--- config.mk ---
export PLATFORM = sky130hd
export DESIGN_NAME = ge3_back
export DESIGN_NICKNAME = d
export VERILOG_FILES = /design/src/sv/ge3_pkg.sv /design/src/sv/ge3_back.sv
export SDC_FILE = /design/constraint.sdc
export NUM_CORES = 1
export LEC_CHECK = 0
export ABC_AREA = 1
export BUFFER_PORTS_ARGS = -buffer_cell sky130_fd_sc_hd__buf_2
export CORE_MARGIN = 4
export CORE_UTILIZATION = 37
export CTS_CLUSTER_DIAMETER = 120
export DETAILED_ROUTE_END_ITERATION = 12
export HOLD_SLACK_MARGIN = 0.06
export REMOVE_ABC_BUFFERS = 1
export SYNTH_ARGS = -nofsm -noshare
export SYNTH_HDL_FRONTEND = slang
export SYNTH_SLANG_ARGS = --single-unit
--- constraint.sdc ---
create_clock -name clk_i -period 2.1 [get_ports clk_i]
set_input_delay 0.315 -clock clk_i [delete_from_list [all_inputs] [get_ports clk_i]]
set_output_delay 0.315 -clock clk_i [all_outputs]
set_load 0.02 [all_outputs]
--- src/sv/ge3_pkg.sv ---
`timescale 1ns / 1ps
// shared constants, types and helpers of the 3x3 gray erosion unit
package ge3_pkg;

  localparam int MaxWidth   = 2048;
  localparam int ColW       = (MaxWidth > 1) ? $clog2(MaxWidth) : 1;
  localparam int RowW       = 16;
  localparam int PixW       = 8;
  localparam int CfgW       = 16;
  localparam int WidthRegW  = 12;
  localparam int LineW      = 2 * PixW;
  localparam int DefWidth   = 640;
  localparam int DefHeight  = 480;
  localparam int QDepth     = 4;
  localparam int QPtrW      = $clog2(QDepth);
  localparam int QCntW      = $clog2(QDepth + 1);

  localparam logic [ColW-1:0] ResetWLast =
    ColW'(((DefWidth > MaxWidth) ? MaxWidth : DefWidth) - 1);
  localparam logic [RowW-1:0] ResetHLast = RowW'(DefHeight - 1);

  typedef enum logic [0:0] {
    CfgWidth  = 1'b0,
    CfgHeight = 1'b1
  } cfg_idx_e;

  // result slot: {current row, current column}
  typedef enum logic [1:0] {
    SlotPrevPrev = 2'd0,
    SlotPrevCur  = 2'd1,
    SlotCurPrev  = 2'd2,
    SlotCurCur   = 2'd3
  } slot_e;

  typedef logic [PixW-1:0] pix_t;

  // one input's worth of results
  typedef struct packed {
    pix_t [3:0]      mins;
    logic [ColW-1:0] col;
    logic [RowW-1:0] row;
    logic [3:0]      mask;
  } run_t;

  function automatic pix_t min8(pix_t a, pix_t b);
    return (a < b) ? a : b;
  endfunction

endpackage

--- src/sv/ge3_back.sv ---
`timescale 1ns / 1ps
// back end: expands each run into result items, one per cycle while the output is not stalled
module ge3_back (
  input  logic                      clk_i,
  input  logic                      rst_ni,
  input  ge3_pkg::run_t             head_i,
  input  logic                      head_valid_i,
  output logic                      pop_o,
  output logic                      out_valid_o,
  input  logic                      out_stall_i,
  output logic [ge3_pkg::PixW-1:0]  pixel_out_o,
  output logic [ge3_pkg::ColW-1:0]  out_column_o,
  output logic [ge3_pkg::RowW-1:0]  out_row_o,
  output logic                      last_of_run_o,
  output logic                      end_of_frame_o
);

  logic [3:0]     done_q, done_d, rem, pick;
  logic           load, last;
  ge3_pkg::slot_e slot;

  logic                     out_valid_q;
  ge3_pkg::pix_t            pix_q;
  logic [ge3_pkg::ColW-1:0] col_q;
  logic [ge3_pkg::RowW-1:0] row_q;
  logic                     last_q, eof_q;

  assign load = head_valid_i && (!out_valid_q || !out_stall_i);
  assign rem  = head_i.mask & ~done_q;
  assign pick = rem & (~rem + 4'd1);
  assign last = (rem & ~pick) == '0;
  assign pop_o = load && last;

  always_comb begin
    slot = ge3_pkg::SlotPrevPrev;
    case (pick)
      4'b0001: slot = ge3_pkg::SlotPrevPrev;
      4'b0010: slot = ge3_pkg::SlotPrevCur;
      4'b0100: slot = ge3_pkg::SlotCurPrev;
      4'b1000: slot = ge3_pkg::SlotCurCur;
      default: slot = ge3_pkg::SlotPrevPrev;
    endcase
  end

  always_comb begin
    done_d = done_q;
    if (load) begin
      done_d = last ? '0 : (done_q | pick);
    end
  end

  always_ff @(posedge clk_i or negedge rst_ni) begin
    if (!rst_ni) begin
      done_q      <= '0;
      out_valid_q <= 1'b0;
    end else begin
      done_q <= done_d;
      if (load) begin
        out_valid_q <= 1'b1;
      end else if (!out_stall_i) begin
        out_valid_q <= 1'b0;
      end
    end
  end

  always_ff @(posedge clk_i) begin
    if (load) begin
      pix_q  <= head_i.mins[slot];
      col_q  <= slot[0] ? head_i.col : head_i.col - 1'b1;
      row_q  <= slot[1] ? head_i.row : head_i.row - 1'b1;
      last_q <= last;
      eof_q  <= (slot == ge3_pkg::SlotCurCur);
    end
  end

  assign out_valid_o    = out_valid_q;
  assign pixel_out_o    = pix_q;
  assign out_column_o   = col_q;
  assign out_row_o      = row_q;
  assign last_of_run_o  = last_q;
  assign end_of_frame_o = eof_q;

  a_eof_closes_run: assert property (@(posedge clk_i) disable iff (!rst_ni)
    (out_valid_q && eof_q) |-> last_q)
    else $error("frame end not on the last item of its run");

  a_load_has_work: assert property (@(posedge clk_i) disable iff (!rst_ni)
    load |-> (rem != '0))
    else $error("result issued from an exhausted run");

  a_done_clears: assert property (@(posedge clk_i) disable iff (!rst_ni)
    pop_o |=> (done_q == '0))
    else $error("slot tracking not cleared after a run");

endmodule
==> metrics <==
outcome finished, final reports clean; drc violations 0; Layout Nets 543; die width 94.1 um; Setup Skew 0.00841 ns; Initial Util 38.0%; Tightest Hold Check Type in -> reg; syn_area_per_cell 7.55 sq um; Fmax 544 MHz; num rows 31; Max VDD drop 0.466 mV; total track usage 15.4%; CP max FO 4; Vias 2559; io pins 106; leakage 0.00182 uW; arrival time at the worst endpoint 1.52 ns; share of cells above drive strength 1 28.4%; diode count 0; CTS Sinks 42; largest net degree at the start of global routing 34; RSZ-0062 raised after global routing no; hpwl dp 5.10 mm; CTS Buf Count 5; design area 3500 sq um; PortBufs 105; worst skew pair latency 0.29 ns; clock slew at reported path FFs 0.08 ns; Core Box Area 7210 sq um; final core utilization 48.5%; Setup Viol. Count Final 0; Detail Route Antenna Nets 0; Syn. warnings 0; Yosys cell types 23; Final Max Tran Viols 0; Vias/cell 4.46; final hold vios 0; Yosys top cell area share 40.5%; die height 94.1 um; P per Cell Area 916 nW/um^2; Worst Path Required 1.78 ns; CTS-repair resized insts 0; commonest non-fill, non-tap cells in the layout nand2_1, buf_2, inv_1, nor2_1, edfxtp_1; Syn Inst Count 363; cell area after synthesis 2740 sq um; routed len/inst 11.6 um; fin crit period 1.84 ns; TritonCTS clock tree built; area of placed instances 3340 sq um; crit path capture type output pin; Tightest Pin Transition 0.438 ns; clk root buf clkbuf_8; Synth area leader edfxtp_1; Max-Cap Viols 0; H-tree depth 2; synth top area cells edfxtp_1, nand2_1, inv_1; DRT Pass-1 Iters 5; Syn-to-layout area delta 27.8%; Crit Path Category reg -> out; DRT iter0 DRCs 124; commonest non-fill, non-tap cell in the layout nand2_1; vias in the first global route 2487; Seq/Total Area, Yosys 45.1%; DIE AREA 8850 sq um; critical path startpoint category flip-flop; gpl congestion 0.879; Slew HR 70.8%; CTS Buffer Depth 2; first-pass GRT wire length 10.9 mm; initial antenna violation count 0; Synth Register Bits 42; final wirelength 6.68 mm; GRT overflow 0; Final Cycle Share 87.6%
[state kept, by name (all words and copies together), names as in the netlist]
register,count
last_of_run_o,1
out_row_o,16
out_column_o,11
pixel_out_o,8
out_valid_o,1
done_q,4
end_of_frame_o,1
[cell usage after synthesis]
cell type,count
o21ai_2,2
inv_2,6
buf_4,3
ha_1,2
nand2_4,1
o21ai_4,1
o21ai_1,6
nor2_1,38
dfrtp_1,5
nand4_4,1
o21ai_0,4
xor2_1,5
buf_6,5
nand3_1,36
nand4_1,2
nand2_1,131
edfxtp_1,37
nand2_2,5
nand3b_1,8
xnor2_1,10
inv_1,53
buf_2,1
o31ai_1,1
[logic make-up (layout without fill, tap and decap cells)]
kind of cell / after synthesis / count (layout) / synth area share, %
flops: 42 / 42 / 45.1
buf+inv: 68 / 180 / 11.1
xor+xnor: 15 / 15 / 4.79
compound gates: 14 / 14 / 3.33
simple gates: 222 / 222 / 34.7
fa+ha+maj: 2 / 2 / 0.913
[critical path: stages (launching register included)]
cell	delay, ns
dfrtp_1	0.35
inv_2	0.05
nand2_2	0.11
nand2_2	0.09
o21ai_1	0.17
nand4_1	0.21
inv_1	0.09
buf_2	0.16
[report_power, final]
| part | internal [uW] | total [uW] | switching, uW |
|---|---|---|---|
| sequential | 1160 | 1200 | 49.0 |
| clock | 471 | 750 | 279 |
| combinational | 417 | 1250 | 835 |
[routing by layer]
layer	track usage, %	wire length (um)	vias up
met3	3.45	471	6
met2	25.5	3190	86
met1	19.6	2950	1111
met5	0	0	-
met4	5.42	70	0
li1	-	-	1356
[final cells by class]
class / count / area (sq um)
clock buffer: 5 / 68.8
clock inverter: 3 / 63.8
fill: 744 / 3710
inverter: 59 / 221
timing repair buffer: 113 / 588
tap: 99 / 124
multi-input combinational: 253 / 1200
sequential: 42 / 1240
[through the flow]
stage / setup TNS [ns] / setup slack [ns] / hold slack [ns] / cells / power [uW]
3_3_place_gp: 0 / 0.470 / 0.139 / 563 / 2460
2_1_floorplan: -0.152 / -0.152 / 0.0194 / 354 / 2060
6_report: 0 / 0.260 / 0.244 / 574 / 3210
3_5_place_dp: 0 / 0.425 / 0.142 / 563 / 2470
4_1_cts: 0 / 0.206 / 0.240 / 572 / 3230
5_1_grt: 0 / 0.0615 / 0.257 / 574 / 3450
[worst paths after layout]
kind / startpoint / endpoint / slack, ns / depth (start not counted)
max: done_q[0] / pop_o / 0.26 / 7
min: out_stall_i / out_valid_o / 0.24 / 3
max reg2reg: done_q[2] / out_row_o[7] / 0.49 / 7
min reg2reg: out_valid_o / out_valid_o / 0.51 / 2
max in group asynchronous: rst_ni / done_q[3] / 1.59 / 2
min in group asynchronous: rst_ni / done_q[0] / 0.37 / 2
[timing repair]
item	CTS	global route
endpoints found under the hold margin	5	0
hold buffers	1	0
setup endpoints to repair	0	1
buffers inserted	0	2
(Power assumes the default switching activity.)
