### src/sv/ge3_pkg.sv
`timescale 1ns / 1ps
// shared constants, types and helpers of the 3x3 gray erosion unit
package ge3_pkg;

  localparam int MaxWidth   = 2048;
  localparam int ColW       = (MaxWidth > 1) ? $clog2(MaxWidth) : 1;
  localparam int RowW       = 16;
  localparam int PixW       = 8;
  localparam int CfgW       = 16;
  localparam int WidthRegW  = 12;
  localparam int LineW      = 2 * PixW;
  localparam int DefWidth   = 640;
  localparam int DefHeight  = 480;
  localparam int QDepth     = 4;
  localparam int QPtrW      = $clog2(QDepth);
  localparam int QCntW      = $clog2(QDepth + 1);

  localparam logic [ColW-1:0] ResetWLast =
    ColW'(((DefWidth > MaxWidth) ? MaxWidth : DefWidth) - 1);
  localparam logic [RowW-1:0] ResetHLast = RowW'(DefHeight - 1);

  typedef enum logic [0:0] {
    CfgWidth  = 1'b0,
    CfgHeight = 1'b1
  } cfg_idx_e;

  // result slot: {current row, current column}
  typedef enum logic [1:0] {
    SlotPrevPrev = 2'd0,
    SlotPrevCur  = 2'd1,
    SlotCurPrev  = 2'd2,
    SlotCurCur   = 2'd3
  } slot_e;

  typedef logic [PixW-1:0] pix_t;

  // one input's worth of results
  typedef struct packed {
    pix_t [3:0]      mins;
    logic [ColW-1:0] col;
    logic [RowW-1:0] row;
    logic [3:0]      mask;
  } run_t;

  function automatic pix_t min8(pix_t a, pix_t b);
    return (a < b) ? a : b;
  endfunction

endpackage

### src/sv/ge3_fifo.sv
`timescale 1ns / 1ps
// short queue of result runs between front and back ends
module ge3_fifo (
  input  logic                      clk_i,
  input  logic                      rst_ni,
  input  logic                      push_i,
  input  ge3_pkg::run_t             push_data_i,
  input  logic                      pop_i,
  output ge3_pkg::run_t             head_o,
  output logic [ge3_pkg::QCntW-1:0] count_o
);

  ge3_pkg::run_t             mem_q [ge3_pkg::QDepth];
  logic [ge3_pkg::QPtrW-1:0] wr_ptr_q, rd_ptr_q;
  logic [ge3_pkg::QCntW-1:0] count_q;

  always_ff @(posedge clk_i) begin
    if (push_i) begin
      mem_q[wr_ptr_q] <= push_data_i;
    end
  end

  always_ff @(posedge clk_i or negedge rst_ni) begin
    if (!rst_ni) begin
      wr_ptr_q <= '0;
      rd_ptr_q <= '0;
      count_q  <= '0;
    end else begin
      if (push_i) begin
        wr_ptr_q <= (wr_ptr_q == ge3_pkg::QPtrW'(ge3_pkg::QDepth - 1)) ? '0 : wr_ptr_q + 1'b1;
      end
      if (pop_i) begin
        rd_ptr_q <= (rd_ptr_q == ge3_pkg::QPtrW'(ge3_pkg::QDepth - 1)) ? '0 : rd_ptr_q + 1'b1;
      end
      if (push_i && !pop_i) begin
        count_q <= count_q + 1'b1;
      end else if (pop_i && !push_i) begin
        count_q <= count_q - 1'b1;
      end
    end
  end

  assign head_o  = mem_q[rd_ptr_q];
  assign count_o = count_q;

  a_no_overflow: assert property (@(posedge clk_i) disable iff (!rst_ni)
    push_i |-> (count_q < ge3_pkg::QCntW'(ge3_pkg::QDepth)))
    else $error("run queue overflow");

  a_no_underflow: assert property (@(posedge clk_i) disable iff (!rst_ni)
    pop_i |-> (count_q != '0))
    else $error("run queue underflow");

  a_head_nonempty: assert property (@(posedge clk_i) disable iff (!rst_ni)
    (count_q != '0) |-> (head_o.mask != '0))
    else $error("queued run carries no result");

endmodule

### config.mk
export PLATFORM = sky130hd
export DESIGN_NAME = ge3_fifo
export DESIGN_NICKNAME = d
export VERILOG_FILES = /design/src/sv/ge3_pkg.sv /design/src/sv/ge3_fifo.sv
export SDC_FILE = /design/constraint.sdc
export NUM_CORES = 1
export LEC_CHECK = 0
export BUFFER_PORTS_ARGS = -buffer_cell sky130_fd_sc_hd__buf_2
export CAP_MARGIN = 30
export CORE_MARGIN = 3
export CORE_UTILIZATION = 44
export DETAILED_ROUTE_END_ITERATION = 10
export GPL_TIMING_DRIVEN = 1
export PLACE_DENSITY_LB_ADDON = 0.25
export SLEW_MARGIN = 20
export SYNTH_ARGS = -nofsm -noshare
export SYNTH_HDL_FRONTEND = slang
export SYNTH_SLANG_ARGS = --single-unit
### constraint.sdc
create_clock -name clk_i -period 2.95 [get_ports clk_i]
set_input_delay 0.59 -clock clk_i [delete_from_list [all_inputs] [get_ports clk_i]]
set_output_delay 0.59 -clock clk_i [all_outputs]
set_load 0.05 [all_outputs]
==> run metrics, run 1 <==
Design Power 13.1 mW; clk slew on worst S/H paths roughly 0.06 ns; Worst Path Required 2.36 ns; Tot GR Track Use 0.149; worst-skew pair later-pin latency between 0.5 and 0.6 ns; Post-DRT Antenna Nets 0; Initial DRC Count between 200 and 300; Fill cells approximately 1,600; sequential area share after synthesis 0.815; CTS root buf clkbuf_16; DIE WIDTH ~150 um; clock skew approximately 0.0066 ns; Worst R2R Path Depth 4; worst r2r src wr_ptr_q[0]; mapped cell area 9500 um^2; number of global-route vias before repair between 4,000 and 5,000; Placed Cells a little under 800; Worst Hold End mem_q[0][45]; EDFF count, synth around 250; routed vias/inst between 5 and 6; Die ar. 23,400 um^2; most numerous cell in the Yosys netlist edfxtp_1; Synth Flop Type edfxtp_1; top cells by count, synth edfxtp_1, mux4_2, buf_2, dfrtp_1; total wire length around 17,000 um; antenna violations before repair 1; Resized cells post-CTS 0; clk sinks roughly 260; Final setup viols 0; crit path capture type output port; CP max FO 20; core footprint between 20,000 and 25,000 um^2; DIE HEIGHT between 150 and 200 um; critical path's largest stage delay around 0.63 ns; initial cell density of the core 0.450; synth unique cells 16; warnings from Yosys 0; max_cap viols 0; # port buffers about 130; minimum clock period 2.77 ns; diodes inserted 0; syn_nets between 400 and 500; setup slack, reg-to-reg 1.15 ns; Synth area leaders edfxtp_1, mux4_2, dfrtp_1; Net count, final roughly 600; Synth area leader edfxtp_1; Syn-to-layout area delta 20.9%; WL/cell approximately 21 um; hpwl dp ~10,000 um; Worst Path Class, Setup flip-flop to output port; drt pass-1 iters 6; Slew headroom 0.653; share of layout cells above drive strength 1 0.462; CP max stage cell dfrtp_4; Avg Cell Area, Syn around 26 um^2; Power per Cell Area around 1100 nW/um^2; Fmax around 0.36 GHz; WP buf/inv 2; placed cell area 10,600 um^2; TritonCTS Buffers 27; CP top delay family flip-flops; largest net degree at the start of global routing 34; Hold Path Stages 1; # rows 53; Layout Cell Area excl Fill about 11,000 um^2; via count 4,301; first-pass GRT wire length between 20,000 and 30,000 um; H-tree depth 1; Worst VDD drop 631 uV; TNS Setup 0 ns; post-synthesis instance total 364; worst min path class primary input to flip-flop; RePlAce Congestion between 0.7 and 0.8; Pleak slightly below 4 nW; Worst-Margin Slew 0.520 ns; Arrival @ worst endpoint about 2.2 ns; I/O Pins 133; async set-reset flop share out of synthesis 0.0270; worst hold margin 0.288 ns; DRC errors left 0; Synth Register Bits between 200 and 300; Fin. Hold Viols 0; grt ovf 0; Finished Layout Cells a little over 800; Synth top area share 0.797; CP cell instances buf_12 -> mux4_2 -> buf_2; Worst R2R End mem_q[0][34]; TritonCTS clock tree done; Startpoint Class flip-flop; Slew Limit Fails 0; Final Cycle Share 0.940; RSZ-0062 raised after global routing no; Max Root-Sink Buffers 3; run status finished clean; Worst Min Path Start push_data_i[45]
[area by class of cell]
class / instances / area (um^2) / area share
repair buffers: 146 / 851 / 0.0741
inverters: 4 / 15.0 / 0.00131
well taps: 275 / 344 / 0.0300
flip-flops and latches: 259 / 7750 / 0.675
clock inverters: 19 / 188 / 0.0164
multi-input cells: 87 / 1640 / 0.143
clock buffers: 31 / 691 / 0.0602
[cells in the final DEF (no fill, tap or decap)]
cell type	synthesis	final
and2_4	0	4
buf_12	0	6
buf_2	7	132
buf_4	1	6
buf_8	0	1
bufinv_16	0	4
clkbuf_1	0	4
clkbuf_16	0	27
clkinv_1	0	11
clkinv_2	0	2
clkinvlp_4	0	1
dfrtp_1	7	5
dfrtp_4	0	2
dlygate4sd3_1	0	1
edfxtp_1	252	252
fa_1	1	1
ha_1	6	6
inv_1	4	4
inv_6	0	1
mux2_2	3	3
mux4_2	63	63
nand2_1	2	2
nor2_1	3	3
o21ai_0	2	2
xnor2_1	1	1
xor2_1	2	2
[worst max path at each step]
stage,from,to,slack (ns),depth (start not counted)
final,rd_ptr_q[0],head_o[58],0.18,3
after global routing,rd_ptr_q[0],head_o[58],0.06,3
after CTS,rd_ptr_q[0],head_o[47],0.11,3
after detailed placement,rd_ptr_q[0],head_o[47],0.52,3
after global placement,rd_ptr_q[0],head_o[58],0.52,3
after floorplan,wr_ptr_q[0],mem_q[0][0],0.42,3
[kinds of logic after synthesis]
| family | after synthesis | share of synthesized area |
|---|---|---|
| simple gates | 9 | 0.00461 |
| buf+inv | 18 | 0.0132 |
| flops | 259 | 0.815 |
| xor+xnor | 3 | 0.00277 |
| compound gates | 2 | 0.00105 |
| fa+ha+maj | 7 | 0.0100 |
| mux | 66 | 0.153 |
[worst reg2reg max path, cell delays in order (launching register included)]
cell and delay, ns:
dfrtp_1 0.41, inv_1 0.11, ha_1 0.16, and2_4 0.48, buf_12 0.31
[power breakdown]
| group | total (mW) | internal (mW) | leakage, nW | switching [mW] |
|---|---|---|---|---|
| registers | 5.02 | 4.73 | 2.40 | 0.294 |
| logic | 4.80 | 1.52 | 1.13 | 3.28 |
| clock network | 3.29 | 2.02 | 0.424 | 1.27 |
[what timing repair did]
item / CTS / global route
endpoints found under the hold margin: 7 / 0
hold buffers: 1 / 0
buffers inserted: 1 / 0
setup endpoints to repair: 20 / 0
[flip-flops by register name, summed over array words and instances, names as in the netlist]
| name | count |
|---|---|
| count_o | 3 |
| mem_q | 252 |
| rd_ptr_q | 2 |
| wr_ptr_q | 2 |
[metrics by stage]
step / setup WS (ns) / util
floorplan: 0.416 / -
global placement: 0.524 / 0.501
detailed placement: 0.523 / 0.501
CTS: 0.105 / 0.544
global route: 0.0596 / 0.544
finish: 0.178 / 0.544
[metal layers]
metal  global-route usage  vias up  wire length, um
met4               0.0352        2              216
met2                0.251      117             9010
li1                     -     1886                -
met3               0.0371       21             1030
met1                0.200     2275             7030
met5                    0        -               13
(Power assumes the default switching activity.)
==> run 2: changes to the inputs <==
--- a/config.mk
+++ b/config.mk
@@ -5,6 +5,7 @@
 export SDC_FILE = /design/constraint.sdc
 export NUM_CORES = 1
 export LEC_CHECK = 0
+export ABC_AREA = 1
 export BUFFER_PORTS_ARGS = -buffer_cell sky130_fd_sc_hd__buf_2
 export CAP_MARGIN = 30
 export CORE_MARGIN = 3
==> run metrics, run 2 <==
DIE WIDTH 164 um (+7.6%); # port buffers 132 (unchanged); worst min path class primary input to flip-flop; crit path launch rd_ptr_q[0]; most frequent cells in the layout edfxtp_1, nand2_1, buf_2; total wire length 20,200 um (+17%); worst-skew pair later-pin latency 0.52 ns (about the same); I/O Pins 133 (unchanged); net switching power 6.01 mW (+24%); DIE HEIGHT 164 um (+7.6%); combinational share of power 0.425 (+0.059); clk slew on worst S/H paths 0.06 ns (about the same); placed cell area 12,100 um^2 (+14%); drt pass-1 iters 4 (-2); max_cap viols 0 (unchanged); RePlAce Congestion 0.697 (-0.94%); syn_nets 858 (+96%); TritonCTS Buffers 28 (+3.7%); synth unique cells 21 (+5); Worst R2R End mem_q[2][32]; largest net degree at the start of global routing 65 (+91%); XOR/XNOR Fraction of Synth Area 0.000793 (-0.00197); number of flip-flops in the largest register 252 (unchanged); Avg Cell Area, Syn 14.1 um^2 (-46%); Simple-Gate Fraction of Synth Area 0.0710 (+0.0664); initial cell density of the core 0.450 (about the same); Finished Layout Cells 1,272 (+55%); CTS root buf clkbuf_16; commonest non-fill, non-tap cell in the layout edfxtp_1; Synth Area in Compound Gates 0.141 (+0.140); hpwl dp 12,000 um (+15%); grt ovf 0 (unchanged); Reg power frac 0.348 (-0.035); first-pass GRT wire length 31,500 um (+15%); CP max FO 64 (+220%); Synth area leaders edfxtp_1, o211ai_2, nand2_1; Synth Area in Adders 0.00861 (-0.00141); Final Cycle Share 0.943 (+0.00309); Max Root-Sink Buffers 3 (unchanged); worst hold margin 0.278 ns (-0.00994 ns); Power per Cell Area 1090 nW/um^2 (-4.2%); run status finished clean; Final setup viols 0 (unchanged); Tot GR Track Use 0.148 (-0.000822); Pint 8.13 mW (-1.6%); RSZ-0062 raised after global routing yes; share of layout cells above drive strength 1 0.334 (-0.128); Worst-Margin Slew 0.616 ns (+0.0957 ns); # rows 57 (+7.5%); Sw Share 0.425 (+0.0555); antenna violations before repair 3 (+2); Synth top area share 0.685 (-0.112); setup slack, reg-to-reg 1.13 ns (-0.02 ns); Worst VDD drop 677 uV (+7.3%); Die ar. 27,000 um^2 (+16%); Post-DRT Antenna Nets 0 (unchanged); Synth Flop Type edfxtp_1; Layout Cell Area excl Fill 12,900 um^2 (+13%); TritonCTS clock tree done; Worst Path Class, Setup flip-flop to output port; Synth area leader edfxtp_1; largest family of logic cells by synthesized area compound AO/OA/AOI/OAI gates; core footprint 24,500 um^2 (+16%); warnings from Yosys 0 (unchanged); Setup Buffers After CTS 0 (-1); multiplexer share of the synthesized area 0 (-0.153); most numerous cell in the Yosys netlist edfxtp_1; minimum clock period 2.78 ns (+0.00910 ns); Fin. Hold Viols 0 (unchanged); Clock Power Share 0.227 (-0.024); crit path capture type output port; WL/cell 15.9 um (-25%); top cells by count, synth edfxtp_1, nand2_1, o211ai_2; Critical path destination head_o[58]; Slew Limit Fails 0 (unchanged); Slew headroom 0.589 (-0.0644); routed vias/inst 4.74 (-9.6%); Initial DRC Count 288 (+2.9%); sequential area share after synthesis 0.701 (-0.115); Pleak 5.17 nW (+31%); number of global-route vias before repair 5,963 (+25%); Arrival @ worst endpoint 2.19 ns (about the same); Net count, final 999 (+67%); async set-reset flop share out of synthesis 0.0270 (unchanged); Most flops, register mem_q; Design Power 14.1 mW (+7.9%); H-tree depth 1 (unchanged); Startpoint Class flip-flop; post-synthesis instance total 784 (+120%); Placed Cells 1,218 (+58%); via count 6,025 (+40%); clk sinks 259 (unchanged); mapped cell area 11,000 um^2 (+16%); DRC errors left 0 (unchanged); worst r2r src wr_ptr_q[0]; EDFF count, synth 252 (unchanged); Fmax 0.360 GHz (-0.33%); Synth Register Bits 259 (unchanged); Worst R2R Path Depth 5 (+1); clock skew 0.0114 ns (+0.00474 ns); Worst Path Required 2.36 ns (about the same); Syn-to-layout area delta 16.9%
[run 2: cell count changes after synthesis, moves of 4 or more]
cell,change
mux4_2,-63
o211ai_1,+7
clkinv_1,+47
inv_1,+83
buf_4,+6
o211ai_2,+119
nand2_1,+202
clkbuf_1,+6
buf_6,+13
and2_1,-4
[run 2: power by group through the flow]
stage	clock network, mW	logic [mW]	registers [mW]
finish	3.21	6.01	4.92
global route	3.44	6.50	4.97
CTS	3.31	6.13	4.93
detailed placement	0	6.12	5.00
global placement	0	6.08	4.98
floorplan	0	4.75	5.06
[run 2: timing repair]
action / 4_1_cts / 5_1_grt
hold endpoints to repair: 7 / 0
hold buffers: 1 / 0
gates resized for setup: 0 / 0
setup endpoints to repair: 0 / 1
[run 2: worst min path at each step]
stage / slack [ns] / cells past startpoint / startpoint / to
3_5_place_dp: 0.45 / 1 / rst_ni / count_o[2]
2_1_floorplan: 0.29 / 0 / rst_ni / count_o[0]
3_3_place_gp: 0.45 / 1 / rst_ni / count_o[2]
6_report: 0.28 / 1 / push_data_i[33] / mem_q[2][33]
5_1_grt: 0.25 / 1 / push_data_i[28] / mem_q[0][28]
4_1_cts: 0.25 / 1 / push_data_i[28] / mem_q[0][28]
[run 2: cell families (layout without fill, tap and decap cells)]
group                    after synthesis  in the layout
XOR/XNOR                               1              1
flip-flops                           259            259
AO/OA/AOI/OAI                        130            130
other                                  0              2
adder cells (fa/ha/maj)                7              7
buffers and inverters                179            341
AND/OR/NAND/NOR                      208            208
[run 2: metal layers]
layer  part of all wire  global-route usage
met4              0.032              0.0496
met2               0.49               0.259
met3              0.045              0.0278
met5            0.00059                   0
met1               0.43               0.187
[run 2: cell type report]
type	instances	area (um^2)
Antenna cell	2	5.00
Clock buffer	40	767
Clock inverter	11	78.8
Fill cell	2101	11600
Inverter	139	532
Multi-Input combinational cell	346	2450
Sequential cell	259	7750
Tap cell	324	405
Timing Repair Buffer	151	931
[run 2: per-stage QoR]
step | setup TNS [ns] | util | worst slack [ns]
2_1_floorplan | 0 | - | 0.648
3_3_place_gp | 0 | 0.491 | 0.714
3_5_place_dp | 0 | 0.491 | 0.693
4_1_cts | 0 | 0.526 | 0.111
5_1_grt | -0.0109 | 0.526 | -0.0109
6_report | 0 | 0.526 | 0.169
[run 2: critical path, cell delays in order (launching register included)]
cell and delay (ns):
dfrtp_1 0.45, inv_8 0.38, buf_4 0.34, o211ai_1 0.11
nand2_1 0.11, buf_2 0.26
==> run 3: changes to the inputs <==
==> constraint.sdc (replaced) <==
create_clock -name clk_i -period 3.1 [get_ports clk_i]
set_input_delay 0.62 -clock clk_i [delete_from_list [all_inputs] [get_ports clk_i]]
set_output_delay 0.62 -clock clk_i [all_outputs]
set_load 0.05 [all_outputs]
==> run metrics, run 3 (synthesis results as in run 2) <==
run status finished clean; Max Root-Sink Buffers 3 (unchanged); share of layout cells above drive strength 1 0.340 (+0.00566); CP max stage cell dfrtp_4; RePlAce Congestion 0.691 (-0.86%); Net count, final 996 (-0.30%); antenna violations before repair 2 (-1); Most flops, register mem_q; Post-DRT Antenna Nets 0 (unchanged); core footprint 24,500 um^2 (unchanged); crit path capture type output port; via count 6,026 (+0.017%); Worst Hold End mem_q[3][52]; H-tree depth 1 (unchanged); initial cell density of the core 0.450 (unchanged); first-pass GRT wire length 32,300 um (+2.6%); RSZ-0062 raised after global routing no; critical path's largest stage delay 0.60 ns (+0.15 ns); DIE WIDTH 164 um (unchanged); Reg power frac 0.342 (-0.006); worst hold margin 0.311 ns (+0.0334 ns); most frequent cells in the layout edfxtp_1, nand2_1, buf_2; combinational share of power 0.410 (-0.015); Placed Cells 1,215 (-0.25%); Initial DRC Count 289 (+0.35%); Worst VDD drop 678 uV (+0.14%); clk slew on worst S/H paths 0.06 ns (about the same); max_cap viols 0 (unchanged); DRC errors left 0 (unchanged); CTS root buf clkbuf_16; worst r2r src wr_ptr_q[0]; Finished Layout Cells 1,268 (-0.31%); Hold Path Stages 1 (unchanged); number of global-route vias before repair 5,924 (-0.65%); Resized cells post-CTS 0 (unchanged); Arrival @ worst endpoint 2.20 ns (about the same); worst-skew pair later-pin latency 0.52 ns (about the same); Worst-Margin Slew 0.513 ns (-0.104 ns); drt pass-1 iters 4 (unchanged); Fin. Hold Viols 0 (unchanged); Fmax 0.354 GHz; I/O Pins 133 (unchanged); TritonCTS Buffers 28 (unchanged); Startpoint Class flip-flop; Power per Cell Area 1060 nW/um^2 (-3.1%); Worst R2R Path Depth 5 (unchanged); Sw Share 0.417 (-0.00802); setup slack, reg-to-reg 1.33 ns (+0.20 ns); worst min path class primary input to flip-flop; routed vias/inst 4.75 (+0.33%); # port buffers 132 (unchanged); Worst Path Class, Setup flip-flop to output port; grt ovf 0 (unchanged); CP max FO 28 (-56%); minimum clock period 2.82 ns; # rows 57 (unchanged); Final setup viols 0 (unchanged); DIE HEIGHT 164 um (unchanged); clk sinks 259 (unchanged); net switching power 5.75 mW (-4.3%); Clock Power Share 0.248 (+0.021); hpwl dp 12,100 um (+0.37%); WP buf/inv 3 (unchanged); CTS Hold Bufs 1 (unchanged); Fill cells 2,064 (-1.8%); Pint 8.04 mW (-1.1%); Design Power 13.8 mW (-2.4%); Worst R2R End mem_q[2][34]; CP top delay family buffers and inverters; Worst Path Required 2.48 ns (+0.12 ns); Pleak 5.22 nW (+0.91%); CP cell instances inv_4 -> buf_4 -> o211ai_2 -> nand2_1 -> buf_2; clock skew 0.00878 ns (-0.00260 ns); Worst Min Path Start push_data_i[52]; TritonCTS clock tree done; Final Cycle Share 0.911; Slew Limit Fails 0 (unchanged); Syn-to-layout area delta 17.7%; total wire length 20,600 um (+2.0%); Slew headroom 0.658 (+0.0696); commonest non-fill, non-tap cell in the layout edfxtp_1; number of flip-flops in the largest register 252 (unchanged); Setup Buffers After CTS 0 (unchanged); Tot GR Track Use 0.152 (+0.00386); WL/cell 16.3 um (+2.3%); Die ar. 27,000 um^2 (unchanged); largest net degree at the start of global routing 64 (-1.5%); TNS Setup 0 ns (unchanged)
-- run 3: per-stage QoR --
| step | setup slack [ns] | utilization | cell area (um^2) |
|---|---|---|---|
| finish | 0.277 | 0.530 | 13000 |
| global route | 0.137 | 0.530 | 13000 |
| CTS | 0.217 | 0.530 | 13000 |
| detailed placement | 0.787 | 0.490 | 12000 |
| global placement | 0.795 | 0.490 | 12000 |
| floorplan | 0.796 | - | 11000 |
-- run 3: layout make-up --
cell class	instances	area, um^2	share of cell area
multi-input combinational	346	2450	0.188
clock inverter	13	161	0.0124
inverter	139	532	0.0409
clock buffer	37	806	0.0620
antenna	2	5.00	0.000385
sequential	259	7750	0.596
timing repair buffer	148	896	0.0689
tap	324	405	0.0312
-- run 3: worst max path at each step --
stage	startpoint	to	slack, ns	depth (start not counted)
6_report	rd_ptr_q[1]	head_o[25]	0.28	5
5_1_grt	rd_ptr_q[0]	head_o[50]	0.14	6
4_1_cts	rd_ptr_q[1]	head_o[29]	0.22	5
3_5_place_dp	rd_ptr_q[1]	head_o[29]	0.79	5
3_3_place_gp	rd_ptr_q[1]	head_o[25]	0.80	5
2_1_floorplan	push_i	mem_q[3][0]	0.80	2
-- run 3: per-layer routing --
metal	GRT usage	wire length, um	share of wire	vias to the layer above
met5	0	13	0.00063	-
li1	-	-	-	3008
met1	0.205	9410	0.46	2869
met3	0.0301	1040	0.050	27
met2	0.255	9810	0.48	120
met4	0.0400	352	0.017	2
-- run 3: power by group through the flow --
stage                     registers (mW)  logic [mW]  clock network, mW
after global placement              4.78        5.73                  0
final                               4.72        5.66               3.42
after floorplan                     4.81        4.52                  0
after detailed placement            4.80        5.75                  0
after global routing                4.77        6.09               3.65
after CTS                           4.73        5.77               3.51
